$ cat config.mk
export PLATFORM = sky130hd
export DESIGN_NAME = control_frame_receiver
export DESIGN_NICKNAME = d
export VERILOG_FILES = /design/src/cfr_pkg.sv /design/src/control_frame_receiver.sv /design/src/cfr_ram.sv /design/src/cfr_front.sv /design/src/cfr_back.sv
export SDC_FILE = /design/constraint.sdc
export NUM_CORES = 1
export LEC_CHECK = 0
export BUFFER_PORTS_ARGS = -buffer_cell sky130_fd_sc_hd__clkbuf_2
export CORE_MARGIN = 4
export CORE_UTILIZATION = 45
export CTS_CLUSTER_DIAMETER = 120
export DETAILED_ROUTE_END_ITERATION = 6
export RECOVER_POWER = 25
export SLEW_MARGIN = 0
export SYNTH_ARGS = -nofsm -noshare
export SYNTH_HDL_FRONTEND = slang
export SYNTH_SLANG_ARGS = --single-unit
$ cat constraint.sdc
create_clock -name i_clk -period 3.5 [get_ports i_clk]
set_input_delay 0 -clock i_clk [delete_from_list [all_inputs] [get_ports i_clk]]
set_output_delay 0 -clock i_clk [all_outputs]
set_load 0.05 [all_outputs]
$ cat src/cfr_pkg.sv
// ----------------------------------------------------------------------------
// cfr_pkg
// shared constants, types and helpers of the control frame receiver
// ----------------------------------------------------------------------------
package cfr_pkg;

    localparam int FRAME_LENGTH = 30;
    localparam int MODE_POS     = FRAME_LENGTH - 3;
    localparam int ID_POS       = FRAME_LENGTH - 2;
    localparam int END_POS      = FRAME_LENGTH - 1;

    localparam int FIELD_WORDS  = 13;
    localparam int MODE_IDX     = 13;
    localparam int ID_IDX       = 14;

    localparam int POS_W        = 5;
    localparam int IDX_W        = 4;
    localparam int VAL_W        = 16;
    localparam int BYTE_W       = 8;

    // two frame slots of sixteen word entries each
    localparam int SLOTS        = 2;
    localparam int RAM_AW       = 1 + IDX_W;
    localparam int RAM_DEPTH    = 1 << RAM_AW;

    localparam logic [BYTE_W-1:0] START_RESET = 8'h25;
    localparam logic [BYTE_W-1:0] END_RESET   = 8'h21;

    localparam logic CFG_START = 1'b0;
    localparam logic CFG_END   = 1'b1;

    typedef struct packed {
        logic              we;
        logic [RAM_AW-1:0] addr;
        logic [VAL_W-1:0]  data;
    } t_ram_wr;

    // a field whose byte pair reaches the mode position reads as zero
    function automatic logic field_is_void(logic [IDX_W-1:0] idx);
        int k;
        k = int'(idx);
        return (k < FIELD_WORDS) && (k * 2 + 2 >= MODE_POS);
    endfunction

endpackage

$ cat src/control_frame_receiver.sv
// ----------------------------------------------------------------------------
// control_frame_receiver
// control frame decoder for a byte stream from a serial link
// ----------------------------------------------------------------------------
// input channel: push with i_rx_byte, taken when push is high and full low.
// bytes are taken one per cycle while full is low. an end byte arms the hunt,
// then a start byte opens a frame; a good frame (last byte equal to the end
// byte) gives fifteen items on the result channel: thirteen big-endian
// fields, the mode byte and the id byte, the id item marked by o_last_word.
// result channel: an item waits while empty is low, and pop takes it.
// the first word is ready once the closing byte has been counted in the slot
// queue and the first RAM read has been registered; words then follow one
// per cycle while pop stays high, read from a word RAM at one read a cycle.
// the RAM holds two frame slots: a frame plays out while the next one is
// collected. full rises only while two good frames wait to be played out
// and clears as soon as the older one has left the RAM.
// reset clears the hunt, the slot queue and the output; start and end bytes
// return to 0x25 and 0x21. configuration writes go through i_cfg_we,
// i_cfg_index (0 start byte, 1 end byte) and i_cfg_data.
// ----------------------------------------------------------------------------
module control_frame_receiver
    import cfr_pkg::*;
(
    input  logic              i_clk,
    input  logic              i_rst_n,
    input  logic              i_cfg_we,
    input  logic              i_cfg_index,
    input  logic [BYTE_W-1:0] i_cfg_data,
    input  logic              push,
    output logic              full,
    input  logic [BYTE_W-1:0] i_rx_byte,
    output logic              empty,
    input  logic              pop,
    output logic [IDX_W-1:0]  o_word_index,
    output logic [VAL_W-1:0]  o_word_value,
    output logic              o_last_word
);

    t_ram_wr           wr;
    logic              commit;
    logic              slots_full;
    logic              re;
    logic [RAM_AW-1:0] raddr;
    logic [VAL_W-1:0]  rdata;

    assign full = slots_full;

    cfr_front u_front (
        .i_clk       (i_clk),
        .i_rst_n     (i_rst_n),
        .i_cfg_we    (i_cfg_we),
        .i_cfg_index (i_cfg_index),
        .i_cfg_data  (i_cfg_data),
        .i_accept    (push && !slots_full),
        .i_rx_byte   (i_rx_byte),
        .o_wr        (wr),
        .o_commit    (commit)
    );

    cfr_ram #(
        .WIDTH (VAL_W),
        .DEPTH (RAM_DEPTH)
    ) u_ram (
        .i_clk   (i_clk),
        .i_we    (wr.we),
        .i_waddr (wr.addr),
        .i_wdata (wr.data),
        .i_re    (re),
        .i_raddr (raddr),
        .o_rdata (rdata)
    );

    cfr_back u_back (
        .i_clk        (i_clk),
        .i_rst_n      (i_rst_n),
        .i_commit     (commit),
        .i_pop        (pop),
        .i_rdata      (rdata),
        .o_re         (re),
        .o_raddr      (raddr),
        .o_slots_full (slots_full),
        .o_empty      (empty),
        .o_word_index (o_word_index),
        .o_word_value (o_word_value),
        .o_last_word  (o_last_word)
    );

endmodule

$ cat src/cfr_ram.sv
// ----------------------------------------------------------------------------
// cfr_ram
// generic single write, single read RAM with registered read data
// ----------------------------------------------------------------------------
module cfr_ram #(
    parameter int WIDTH = 16,
    parameter int DEPTH = 32
) (
    input  logic                     i_clk,
    input  logic                     i_we,
    input  logic [$clog2(DEPTH)-1:0] i_waddr,
    input  logic [WIDTH-1:0]         i_wdata,
    input  logic                     i_re,
    input  logic [$clog2(DEPTH)-1:0] i_raddr,
    output logic [WIDTH-1:0]         o_rdata
);

    logic [WIDTH-1:0] r_mem [DEPTH];
    logic [WIDTH-1:0] r_rdata;

    always_ff @(posedge i_clk) begin
        if (i_we) begin
            r_mem[i_waddr] <= i_wdata;
        end
        // read data holds while no read is issued
        if (i_re) begin
            r_rdata <= r_mem[i_raddr];
        end
    end

    assign o_rdata = r_rdata;

endmodule

$ cat src/cfr_front.sv
// ----------------------------------------------------------------------------
// cfr_front
// hunts for frames, packs bytes into words and commits good frames to a slot
// ----------------------------------------------------------------------------
module cfr_front
    import cfr_pkg::*;
(
    input  logic              i_clk,
    input  logic              i_rst_n,
    input  logic              i_cfg_we,
    input  logic              i_cfg_index,
    input  logic [BYTE_W-1:0] i_cfg_data,
    input  logic              i_accept,
    input  logic [BYTE_W-1:0] i_rx_byte,
    output t_ram_wr           o_wr,
    output logic              o_commit
);

    logic [BYTE_W-1:0] r_start, r_end;
    logic              r_receiving, n_receiving;
    logic              r_armed, n_armed;
    logic [POS_W-1:0]  r_pos, n_pos;
    logic [BYTE_W-1:0] r_hi, n_hi;
    logic              r_wr_slot, n_wr_slot;

    logic              is_end;
    logic [IDX_W-1:0]  wr_idx;

    always_ff @(posedge i_clk) begin
        if (!i_rst_n) begin
            r_start     <= START_RESET;
            r_end       <= END_RESET;
            r_receiving <= 1'b0;
            r_armed     <= 1'b0;
            r_pos       <= '0;
            r_wr_slot   <= 1'b0;
        end else begin
            if (i_cfg_we) begin
                unique case (i_cfg_index)
                    CFG_START: r_start <= i_cfg_data;
                    CFG_END:   r_end   <= i_cfg_data;
                    default:   ;
                endcase
            end
            r_receiving <= n_receiving;
            r_armed     <= n_armed;
            r_pos       <= n_pos;
            r_wr_slot   <= n_wr_slot;
        end
    end

    always_ff @(posedge i_clk) begin
        r_hi <= n_hi;
    end

    assign is_end = (i_rx_byte == r_end);

    always_comb begin
        n_receiving = r_receiving;
        n_armed     = r_armed;
        n_pos       = r_pos;
        n_hi        = r_hi;
        n_wr_slot   = r_wr_slot;
        o_commit    = 1'b0;
        o_wr.we     = 1'b0;
        wr_idx      = r_pos[POS_W-1:1] - IDX_W'(1);
        o_wr.data   = {r_hi, i_rx_byte};

        if (i_accept) begin
            if (!r_receiving) begin
                if (is_end) begin
                    n_armed = 1'b1;
                end
                // equal start and end bytes arm and open in one go
                if (i_rx_byte == r_start && (r_armed || is_end)) begin
                    n_pos       = POS_W'(1);
                    n_receiving = 1'b1;
                    n_armed     = 1'b0;
                end
            end else begin
                if (r_pos[0]) begin
                    n_hi = i_rx_byte;
                end
                if (!r_pos[0] && r_pos < POS_W'(MODE_POS)) begin
                    o_wr.we = 1'b1;
                end
                if (r_pos == POS_W'(MODE_POS)) begin
                    o_wr.we   = 1'b1;
                    wr_idx    = IDX_W'(MODE_IDX);
                    o_wr.data = {{(VAL_W-BYTE_W){1'b0}}, i_rx_byte};
                end
                if (r_pos == POS_W'(ID_POS)) begin
                    o_wr.we   = 1'b1;
                    wr_idx    = IDX_W'(ID_IDX);
                    o_wr.data = {{(VAL_W-BYTE_W){1'b0}}, i_rx_byte};
                end
                if (r_pos == POS_W'(END_POS)) begin
                    n_pos       = '0;
                    n_receiving = 1'b0;
                    if (is_end) begin
                        n_armed   = 1'b1;
                        o_commit  = 1'b1;
                        n_wr_slot = ~r_wr_slot;
                    end
                end else begin
                    n_pos = r_pos + POS_W'(1);
                end
            end
        end
        o_wr.addr = {r_wr_slot, wr_idx};
    end

endmodule

$ cat src/cfr_back.sv
// ----------------------------------------------------------------------------
// cfr_back
// tracks committed frame slots and plays each one out as fifteen words
// ----------------------------------------------------------------------------
module cfr_back
    import cfr_pkg::*;
(
    input  logic              i_clk,
    input  logic              i_rst_n,
    input  logic              i_commit,
    input  logic              i_pop,
    input  logic [VAL_W-1:0]  i_rdata,
    output logic              o_re,
    output logic [RAM_AW-1:0] o_raddr,
    output logic              o_slots_full,
    output logic              o_empty,
    output logic [IDX_W-1:0]  o_word_index,
    output logic [VAL_W-1:0]  o_word_value,
    output logic              o_last_word
);

    logic [1:0]       r_pend, n_pend;
    logic             r_rd_slot, n_rd_slot;
    logic [IDX_W-1:0] r_idx, n_idx;
    logic             r_out_valid, n_out_valid;
    logic [IDX_W-1:0] r_out_idx;
    logic             r_out_zero;
    logic             r_out_last;

    logic             issue;
    logic             finish;

    assign issue   = (r_pend != 2'd0) && (!r_out_valid || i_pop);
    assign finish  = issue && (r_idx == IDX_W'(ID_IDX));
    assign o_re    = issue;
    assign o_raddr = {r_rd_slot, r_idx};

    always_comb begin
        n_idx       = r_idx;
        n_rd_slot   = r_rd_slot;
        n_pend      = r_pend;
        n_out_valid = r_out_valid;
        if (i_pop && r_out_valid) begin
            n_out_valid = 1'b0;
        end
        if (issue) begin
            n_out_valid = 1'b1;
            n_idx       = r_idx + IDX_W'(1);
        end
        if (finish) begin
            n_idx     = '0;
            n_rd_slot = ~r_rd_slot;
        end
        case ({i_commit, finish})
            2'b10:   n_pend = r_pend + 2'd1;
            2'b01:   n_pend = r_pend - 2'd1;
            default: n_pend = r_pend;
        endcase
    end

    always_ff @(posedge i_clk) begin
        if (!i_rst_n) begin
            r_pend      <= '0;
            r_rd_slot   <= 1'b0;
            r_idx       <= '0;
            r_out_valid <= 1'b0;
        end else begin
            r_pend      <= n_pend;
            r_rd_slot   <= n_rd_slot;
            r_idx       <= n_idx;
            r_out_valid <= n_out_valid;
        end
    end

    always_ff @(posedge i_clk) begin
        if (issue) begin
            r_out_idx  <= r_idx;
            r_out_zero <= field_is_void(r_idx);
            r_out_last <= (r_idx == IDX_W'(ID_IDX));
        end
    end

    assign o_slots_full = (r_pend == 2'(SLOTS));
    assign o_empty      = !r_out_valid;
    assign o_word_index = r_out_idx;
    assign o_word_value = r_out_zero ? '0 : i_rdata;
    assign o_last_word  = r_out_last;

    a_pend_bound: assert property (@(posedge i_clk) disable iff (!i_rst_n)
        r_pend <= 2'(SLOTS))
        else $error("pending frame count above slot count");

    a_idx_bound: assert property (@(posedge i_clk) disable iff (!i_rst_n)
        r_idx <= IDX_W'(ID_IDX))
        else $error("word index past id word");

    a_last_mark: assert property (@(posedge i_clk) disable iff (!i_rst_n)
        finish |=> (r_out_valid && r_out_last && r_out_idx == IDX_W'(ID_IDX)))
        else $error("final word of a frame not marked");

    a_no_overcommit: assert property (@(posedge i_clk) disable iff (!i_rst_n)
        i_commit |-> (r_pend != 2'(SLOTS)))
        else $error("frame committed with both slots pending");

endmodule

==> results of run 1 <==
critical path: cells and delay by family, from the launching register on:
family	cells	cell delay [ns]
XOR/XNOR	1	0.18
AND/OR/NAND/NOR	1	1.03
buffers and inverters	1	0.14
flip-flops	1	0.60
adder cells (fa/ha/maj)	1	0.28
AO/OA/AOI/OAI	1	0.31
through the flow:
stage | worst slack [ns] | util (%) | cell area [um2]
floorplan | 0.515 | - | 23000
global placement | 0.625 | 48.6 | 24500
detailed placement | 0.579 | 48.6 | 24500
CTS | 0.551 | 52.8 | 26600
global route | 0.372 | 52.7 | 26500
finish | 0.565 | 52.7 | 26500
timing repair:
action	4_1_cts	5_1_grt
hold buffers	29	0
hold endpoints to repair	142	0
setup endpoints to repair	0	0
Yosys cell counts (4+ instances only):
| master | instances | area share [%] |
|---|---|---|
| and2_1 | 12 | 0.33 |
| dfxtp_1 | 32 | 2.8 |
| buf_2 | 39 | 0.85 |
| nand4_1 | 35 | 0.95 |
| buf_1 | 7 | 0.11 |
| nand2_1 | 78 | 1.3 |
| o211ai_1 | 4 | 0.13 |
| ha_1 | 9 | 0.49 |
| nand2b_1 | 7 | 0.19 |
| and3_1 | 5 | 0.14 |
| a41oi_1 | 4 | 0.15 |
| a21oi_1 | 51 | 1.1 |
| clkbuf_1 | 35 | 0.57 |
| edfxtp_1 | 542 | 71 |
| nor3b_1 | 9 | 0.29 |
| xor2_1 | 11 | 0.42 |
| nand3_1 | 55 | 1.2 |
| a22oi_1 | 97 | 3.2 |
| mux2i_1 | 259 | 11 |
| xnor2_1 | 9 | 0.34 |
| nor3_1 | 20 | 0.43 |
| nor2_1 | 24 | 0.39 |
| inv_1 | 12 | 0.20 |
| nor2b_1 | 22 | 0.60 |
cells by family after synthesis:
family | Yosys count | share of synthesized area [%]
xor+xnor | 20 | 0.760
mux | 260 | 11.3
compound gates | 185 | 5.56
fa+ha+maj | 9 | 0.489
flops | 574 | 73.4
simple gates | 284 | 6.58
buf+inv | 97 | 1.89
area by class of cell:
type                            count  share of cell area (%)
Sequential cell                   574                    63.8
Antenna cell                        1                 0.00943
Inverter                           13                   0.184
Clock inverter                     28                    1.17
Tap cell                          672                    3.17
Multi-Input combinational cell    758                    22.0
Clock buffer                       74                    5.65
Timing Repair Buffer              144                    4.06
worst paths after layout:
kind,endpoint,slack [ns],depth (start not counted)
max,u_ram.r_mem[30][1]$_DFFE_PP_,0.57,5
min,u_front.r_armed$_SDFFE_PN0P_,0.14,5
max reg2reg,u_ram.r_mem[30][1]$_DFFE_PP_,0.57,5
min reg2reg,u_front.r_end[6]$_SDFFE_PN0P_,0.47,2
metal layers:
layer	wire, um	GRT usage [%]	vias up
met4	1330	5.31	0
met3	2650	2.96	80
met1	25300	29.3	6609
li1	-	-	5842
met5	0	0	-
met2	26900	33.4	316
sequential cells by signal, indices dropped and copies added (netlist names), 2 cells and up:
name,cells
u_front.r_end,8
u_front.r_start,8
u_front.r_pos,5
u_ram.o_rdata,16
u_back.o_word_index,4
u_front.r_hi,8
u_back.r_pend,2
u_back.r_idx,4
u_ram.r_mem,512
where the power goes:
group	leakage (uW)	total, uW	internal, uW	switching, uW
logic	0.00205	168	49.9	118
registers	0.00512	7470	7460	6.41
clock network	0.000887	5980	3510	2470
==> impl_metrics.toml, run 1 <==
[critical_path]
cp-start-kind = "register"
cp_cell_sequence = "inv_1, ha_1, xnor2_1, o21a_1, nor3_2"
worstPathRequired_ns = 3.70
crit_path_max_incr_delay_ns = 1.03
critical_path_class = "reg2reg"
critical_path.slowest_cell = "nor3_2"
rr_startpoint = "u_front.r_pos[2]$_SDFFE_PN0P_"
crit_path_end_kind = "register"
crit_arrival_ns = 3.13
crit_path_start = "u_front.r_pos[2]$_SDFFE_PN0P_"
worstPathMaxFanout = 16

[synth]
ys.flop_type = "edfxtp_1"
syn-instance-count = 1429
syn_area_per_cell_um2 = 16.1
ys_seq_area_share_pct = 73.4
ys_warn_count = 0
yosys_register_bits = 574
synth-async-reset-ratio_pct = 0
synth_fp_nets = 1460
synth.distinct_cells = 57
synth_edf_count = 542
syn_area_um2 = 23000

[detailed_routing]
wirelength_um = 56100
via_count = 12800
avgViaCountPerCell = 5.67
drcViolationCount = 0
ant_nets = 0
wl_per_cell_um = 24.8
drt_iter0_markers = 1112
drtPass1Iterations = 5

[floorplan]
die_h_um = 234
core_um2 = 50400
floorplan.initialDensity_pct = 45.7
die_w_um = 234
die_area_um2 = 54900
num_rows = 82
ios = 45

[cts]
clock_path_buffers = 3
h-tree-depth = 2
cts_tree = "yes"
ctsResizeCount = 0
post_cts_buffers = 0
clk_pin_slew_ns = 0.06
numClockSinks = 574
clk_latency_ns = 0.61
cts-root-buf = "clkbuf_16"
cts_inserted_buffers = 57

[timing]
hold_ws_ns = 0.143
rsz0062_at_grt = "false"
skew_ns = 0.0292
fin_crit_ns = 2.93
tightest_slew_ns = 2.17
hold_viol = 0
setup_viol = 0
finalCritPeriodShare_pct = 83.9
tns_ns = 0
relSlewSlack_pct = -44.5
fmax_ghz = 0.341
slew_violations = 280

[place]
port_buffers = 44
dp_hpwl_um = 33100
place.gp.congestion = 0.817
placed_cells = 2132

[grt]
grt_use_total_pct = 20.5
grt_pass1_wl_um = 83100
antenna_found_initial = 2
grt_max_degree = 65
overflow = 0
grt_pass1_vias = 12700

[hold_path]
min_path_type = "in2reg"
hold_start = "i_rx_byte[5]"

[layout]
area_growth_pct = 15.2
final_nets = 1579
multi_input_area_um2 = 5830
seqCellArea_um2 = 16900
final_common_cell = "edfxtp_1"
drive_gt1_share_pct = 12.9
fillers = 4103
instances_no_fill = 2264
final_cell_mix = "542 x edfxtp_1, 259 x mux2i_1, 97 x a22oi_1"

[status]
violations = "max-capacitance violations, max-slew violations"
outcome = "finished with violations"

[power_and_ir_drop]
vdd_ir_drop_max_mv = 0.360
p_leak_uw = 0.00806
finalPower_uw = 13600
cellPowerDensity_nw_per_um2 = 513

[job]
cap_violations = 8
(Power assumes the default switching activity.)
==> inputs of run 2 (changes only) <==
==> constraint.sdc (replaced) <==
create_clock -name i_clk -period 2.7 [get_ports i_clk]
set_input_delay 0 -clock i_clk [delete_from_list [all_inputs] [get_ports i_clk]]
set_output_delay 0 -clock i_clk [all_outputs]
set_load 0.05 [all_outputs]
==> run 2 against run 1 <==
Net effect: the run still ends with max-capacitance violations, max-slew violations left; non-clock buffer count rose by 25; highest routed layer is now met5; critical endpoint is now u_front.r_pos[0]$_SDFFE_PN0P_; critical path type is now in2reg; sequential power rose by 30%; setup slack got worse by 0.36 ns; via count rose by 0.68%; wire length rose by 4.5%; hold slack got worse by 0.086 ns; die area did not move; final area rose by 1.2%; final cell count rose by 1.4%; combinational power rose by 41%.
==> impl_metrics.toml, run 2 (synthesis results as in run 1) <==
[status]
outcome = "finished with violations"
violations = "max-capacitance violations, max-slew violations"

[place]
place.gp.congestion = 0.882
dp_hpwl_um = 35700
place_area_um2 = 24700
post-place-ws_ns = 0.265
placed_cells = 2154
port_buffers = 44

[timing]
setup_ws_ns = 0.210
fmax_ghz = 0.402
slew_violations = 35
setup_viol = 0
tightest_slew_ns = 2.47
skew_ns = 0.0169
hold_viol = 0
rsz0062_at_grt = "false"
fin_crit_ns = 2.49
hold_ws_ns = 0.0565
relSlewSlack_pct = -64.9
finalCritPeriodShare_pct = 92.2

[layout]
final_cell_mix = "542 x edfxtp_1, 259 x mux2i_1, 97 x a22oi_1"
drive_gt1_share_pct = 14.8
fillers = 3974
area_growth_pct = 16.5
stdcell_area_um2 = 26800
instances_no_fill = 2295
diodes = 0
regMostFlops = "u_ram.r_mem"
largest_reg_flops = 512
final_common_cell = "edfxtp_1"
final_nets = 1605

[detailed_routing]
drtPass1Iterations = 5
wirelength_um = 58600
ant_nets = 0
avgViaCountPerCell = 5.64
drcViolationCount = 0
wl_per_cell_um = 25.5
via_count = 12900
drt_iter0_markers = 1074

[floorplan]
die_area_um2 = 54900
ios = 45
die_h_um = 234
num_rows = 82
core_um2 = 50400
floorplan.initialDensity_pct = 45.7
die_w_um = 234

[cts]
clk_latency_ns = 0.62
cts_tree = "yes"
ctsResizeCount = 0
clock_path_buffers = 3
h-tree-depth = 2
cts-root-buf = "clkbuf_16"
clk_pin_slew_ns = 0.06
numClockSinks = 574
cts_inserted_buffers = 58

[power_and_ir_drop]
finalPower_uw = 17800
p_leak_uw = 0.00823
vdd_ir_drop_max_mv = 0.503
cellPowerDensity_nw_per_um2 = 664

[critical_path]
worstPathMaxFanout = 34
cp-start-kind = "input port"
worstPathRequired_ns = 3.23
crit_path_end_kind = "register"
critical_path_class = "in2reg"
r2r_cells = 6
crit_arrival_ns = 3.02

[grt]
grt_max_degree = 67
overflow = 0
grt_pass1_wl_um = 85000
grt_pass1_vias = 12900
antenna_found_initial = 4
grt_use_total_pct = 21.4

[hold_path]
min_path_type = "in2reg"
holdPathStages = 5

[job]
cap_violations = 1
[run 2: cell types whose count changed in the layout (fill, tap and decap cells not counted), sizes merged]
cell and delta:
buf +26, bufinv -1, clkinv +3, diode -1
dlygate4sd3 +3, inv +1
[run 2: where the power goes]
part	internal, uW	switching [uW]	leakage (uW)
registers	9670	8.62	0.00512
clock network	4610	3310	0.000916
logic	70.9	166	0.00220
total	14300	3480	0.00823
[run 2: critical path: stages]
cell	delay, ns
clkbuf_2	0.10
clkbuf_1	1.74
xnor2_1	0.23
nand4_1	0.24
or4_1	0.48
o31ai_1	0.22
[run 2: layer usage]
metal / share of wire [%] / track usage (%) / vias up
met1: 43 / 29.4 / 6466
li1: - / - / 5883
met3: 7.9 / 6.07 / 104
met2: 46 / 33.3 / 479
met4: 3.4 / 7.19 / 2
met5: 0.020 / 0 / -
[run 2: final cells by class]
| cell class | count | area, um2 | area share (%) |
|---|---|---|---|
| multi-input cells | 758 | 5830 | 21.7 |
| well taps | 672 | 841 | 3.13 |
| repair buffers | 169 | 1330 | 4.96 |
| clock inverters | 31 | 313 | 1.17 |
| inverters | 13 | 48.8 | 0.182 |
| clock buffers | 78 | 1560 | 5.80 |
| flip-flops and latches | 574 | 16900 | 63.0 |
[run 2: stage by stage]
| stage | setup TNS [ns] | utilization [%] |
|---|---|---|
| after global routing | 0 | 53.3 |
| after CTS | 0 | 53.3 |
| after floorplan | -21.72 | - |
| final | 0 | 53.3 |
| after detailed placement | 0 | 49.0 |
| after global placement | 0 | 49.0 |
[run 2: repair_timing]
item,in CTS,in global routing
hold endpoints to repair,46,0
setup buffers,0,0
endpoints found under the setup margin,0,0
hold buffers,32,0
[run 2: final timing paths]
| path | from | to | slack [ns] |
|---|---|---|---|
| max reg2reg | u_back.r_idx[0]$_SDFFE_PP0P_ | u_ram.o_rdata[1]$_DFFE_PP_ | 0.24 |
| max | i_rx_byte[5] | u_front.r_pos[0]$_SDFFE_PN0P_ | 0.21 |
| min | i_rx_byte[2] | u_front.r_pos[0]$_SDFFE_PN0P_ | 0.06 |
| min reg2reg | u_front.r_start[6]$_SDFFE_PN0P_ | u_front.r_start[6]$_SDFFE_PN0P_ | 0.46 |
==> inputs of run 3 (changes only) <==
--- a/config.mk
+++ b/config.mk
@@ -5,6 +5,7 @@
 export SDC_FILE = /design/constraint.sdc
 export NUM_CORES = 1
 export LEC_CHECK = 0
+export ABC_AREA = 1
 export BUFFER_PORTS_ARGS = -buffer_cell sky130_fd_sc_hd__clkbuf_2
 export CORE_MARGIN = 4
 export CORE_UTILIZATION = 45
==> run 3 against run 2 <==
Net effect: the flow still finishes with violations (max-capacitance violations, max-slew violations); critical path depth up 2; hold slack worse by 0.037 ns; maximum frequency down 0.93%; via count up 17%; global-route usage up 0.79 points; sequential power about the same; clock skew up 0.0054 ns; critical endpoint is now u_ram.r_mem[26][3]$_DFFE_PP_; largest cell class unchanged; largest power group unchanged.
==> impl_metrics.toml, run 3 <==
[synth]
synth-async-reset-ratio_pct = 0
yosys_register_bits = 574
ys.flop_type = "edfxtp_1"
synth_top_area_share_pct = 70.5
synth.top_cells.by_area = "edfxtp_1 71%, nor2_1 6.8%, o21ai_0 5.6%"
ys_top_cells_by_count = "542 x edfxtp_1, 419 x nor2_1, 258 x o21ai_0"
syn_area_per_cell_um2 = 12.3
syn_area_um2 = 23100
synth_edf_count = 542
synth.most_common_cell = "edfxtp_1"
ys_seq_area_share_pct = 73.3
synth.distinct_cells = 39
ys_warn_count = 0
synth_fp_nets = 1912
syn-instance-count = 1881
yosysTopAreaCell = "edfxtp_1"

[timing]
setup_viol = 0
finalCritPeriodShare_pct = 93.1
slew_violations = 239
fmax_ghz = 0.398
tns_ns = 0
hold_viol = 0
relSlewSlack_pct = -54.4
tightest_slew_ns = 2.32
fin_crit_ns = 2.51
rsz0062_at_grt = "false"
hold_ws_ns = 0.0194
skew_ns = 0.0224

[grt]
grt_use_total_pct = 22.2
grt_max_degree = 145
grt_pass1_wl_um = 90800
grt_pass1_vias = 14600
antenna_found_initial = 1
overflow = 0

[cts]
clock_path_buffers = 3
ctsHoldBuffers = 31
post_cts_buffers = 0
cts_tree = "yes"
numClockSinks = 574
ctsResizeCount = 0
cts_inserted_buffers = 59
clk_latency_ns = 0.62
h-tree-depth = 2
cts-root-buf = "clkbuf_16"
clk_pin_slew_ns = 0.06

[layout]
final_nets = 2025
fillers = 4261
diodes = 0
regMostFlops = "u_ram.r_mem"
final_common_cell = "edfxtp_1"
largest_reg_flops = 512
final_cell_mix = "542 x edfxtp_1, 410 x nor2_1, 258 x o21ai_0"
utilization_pct = 52.8
drive_gt1_share_pct = 11.1
area_growth_pct = 15.3

[power_and_ir_drop]
p_leak_uw = 0.00909
vdd_ir_drop_max_mv = 0.460
cellPowerDensity_nw_per_um2 = 664

[critical_path]
critical_path_class = "reg2reg"
cp_cell_sequence = "inv_1, ha_1, xnor2_1, nand2_1, inv_1, nand2_1, nor2_1, buf_4"
path_delay_family = "simple AND/OR/NAND/NOR gates"
worstPathRequired_ns = 3.00
critical_path.slowest_cell = "dfxtp_1"
cp-start-kind = "register"
crit_path_start = "u_front.r_pos[1]$_SDFFE_PN0P_"
worstPathMaxFanout = 16
crit_path_max_incr_delay_ns = 0.51
rr_startpoint = "u_front.r_pos[1]$_SDFFE_PN0P_"
crit_arrival_ns = 2.81
crit_path_end_kind = "register"
crit_buf_inv = 3

[floorplan]
die_area_um2 = 55000
die_h_um = 234
ios = 45
floorplan.initialDensity_pct = 45.8
die_w_um = 234
num_rows = 82
core_um2 = 50400

[detailed_routing]
drt_iter0_markers = 1615
wl_met3_um = 4030
drcViolationCount = 0
top_layer = "met4"
ant_nets = 0
wirelength_um = 61300
met2_length_um = 30000
avgViaCountPerCell = 5.58
drtPass1Iterations = 5
via_count = 15100
wl_per_cell_um = 22.6
met1_length_um = 25500

[status]
outcome = "finished with violations"
violations = "max-capacitance violations, max-slew violations"

[hold_path]
min_path_type = "in2reg"
hold_start = "i_rx_byte[2]"

[place]
port_buffers = 44
place.gp.congestion = 0.900
dp_hpwl_um = 37000

[job]
cap_violations = 7
-- run 3: report_power, final --
group	switching [uW]	internal, uW	total [uW]	leakage [uW]
combinational	167	67.2	235	0.00307
sequential	9.52	9670	9680	0.00514
clock	3410	4350	7760	0.000888
-- run 3: per-stage QoR --
step,instance area (um2),worst slack [ns],cells,power (uW)
after floorplan,23100,0.196,1881,9930
after global placement,24500,0.321,2574,10100
after detailed placement,24500,0.242,2574,10100
after CTS,26700,0.213,2714,17800
after global routing,26600,0.0430,2714,18200
final,26600,0.186,2714,17700
-- run 3: logic make-up after synthesis --
logic type               Yosys count  synth area share [%]
AO/OA/AOI/OAI                    446                  10.9
XOR/XNOR                          15                 0.569
adder cells (fa/ha/maj)            9                 0.488
buffers and inverters            196                  3.52
flip-flops                       574                  73.3
AND/OR/NAND/NOR                  641                  11.3
-- run 3: final timing paths --
path / endpoint / slack [ns] / cells past startpoint
min reg2reg: u_front.r_end[1]$_SDFFE_PN0P_ / 0.48 / 2
min: u_front.r_wr_slot$_SDFFE_PN0P_ / 0.02 / 6
max: u_ram.r_mem[26][3]$_DFFE_PP_ / 0.19 / 8
max reg2reg: u_ram.r_mem[26][3]$_DFFE_PP_ / 0.19 / 8
-- run 3: cell type report --
type / instances / area (um2) / share of cell area, %
multi-input combinational: 1111 / 5370 / 20.2
sequential: 574 / 16900 / 63.6
timing repair buffer: 161 / 1290 / 4.87
inverter: 87 / 332 / 1.25
clock buffer: 69 / 1540 / 5.77
tap: 672 / 841 / 3.16
clock inverter: 40 / 305 / 1.15
-- run 3: metal layers --
layer	up-vias	GRT usage, %
met3	100	3.13
met5	-	0
met2	574	37.6
met1	7482	30.2
li1	6983	-
met4	0	6.68
-- run 3: tightest hold or removal path, stage by stage --
cell	delay, ns
clkbuf_2	0.11
xnor2_1	0.07
nand2_1	0.06
nor2_1	0.07
nand3_1	0.17
o21a_1	0.12
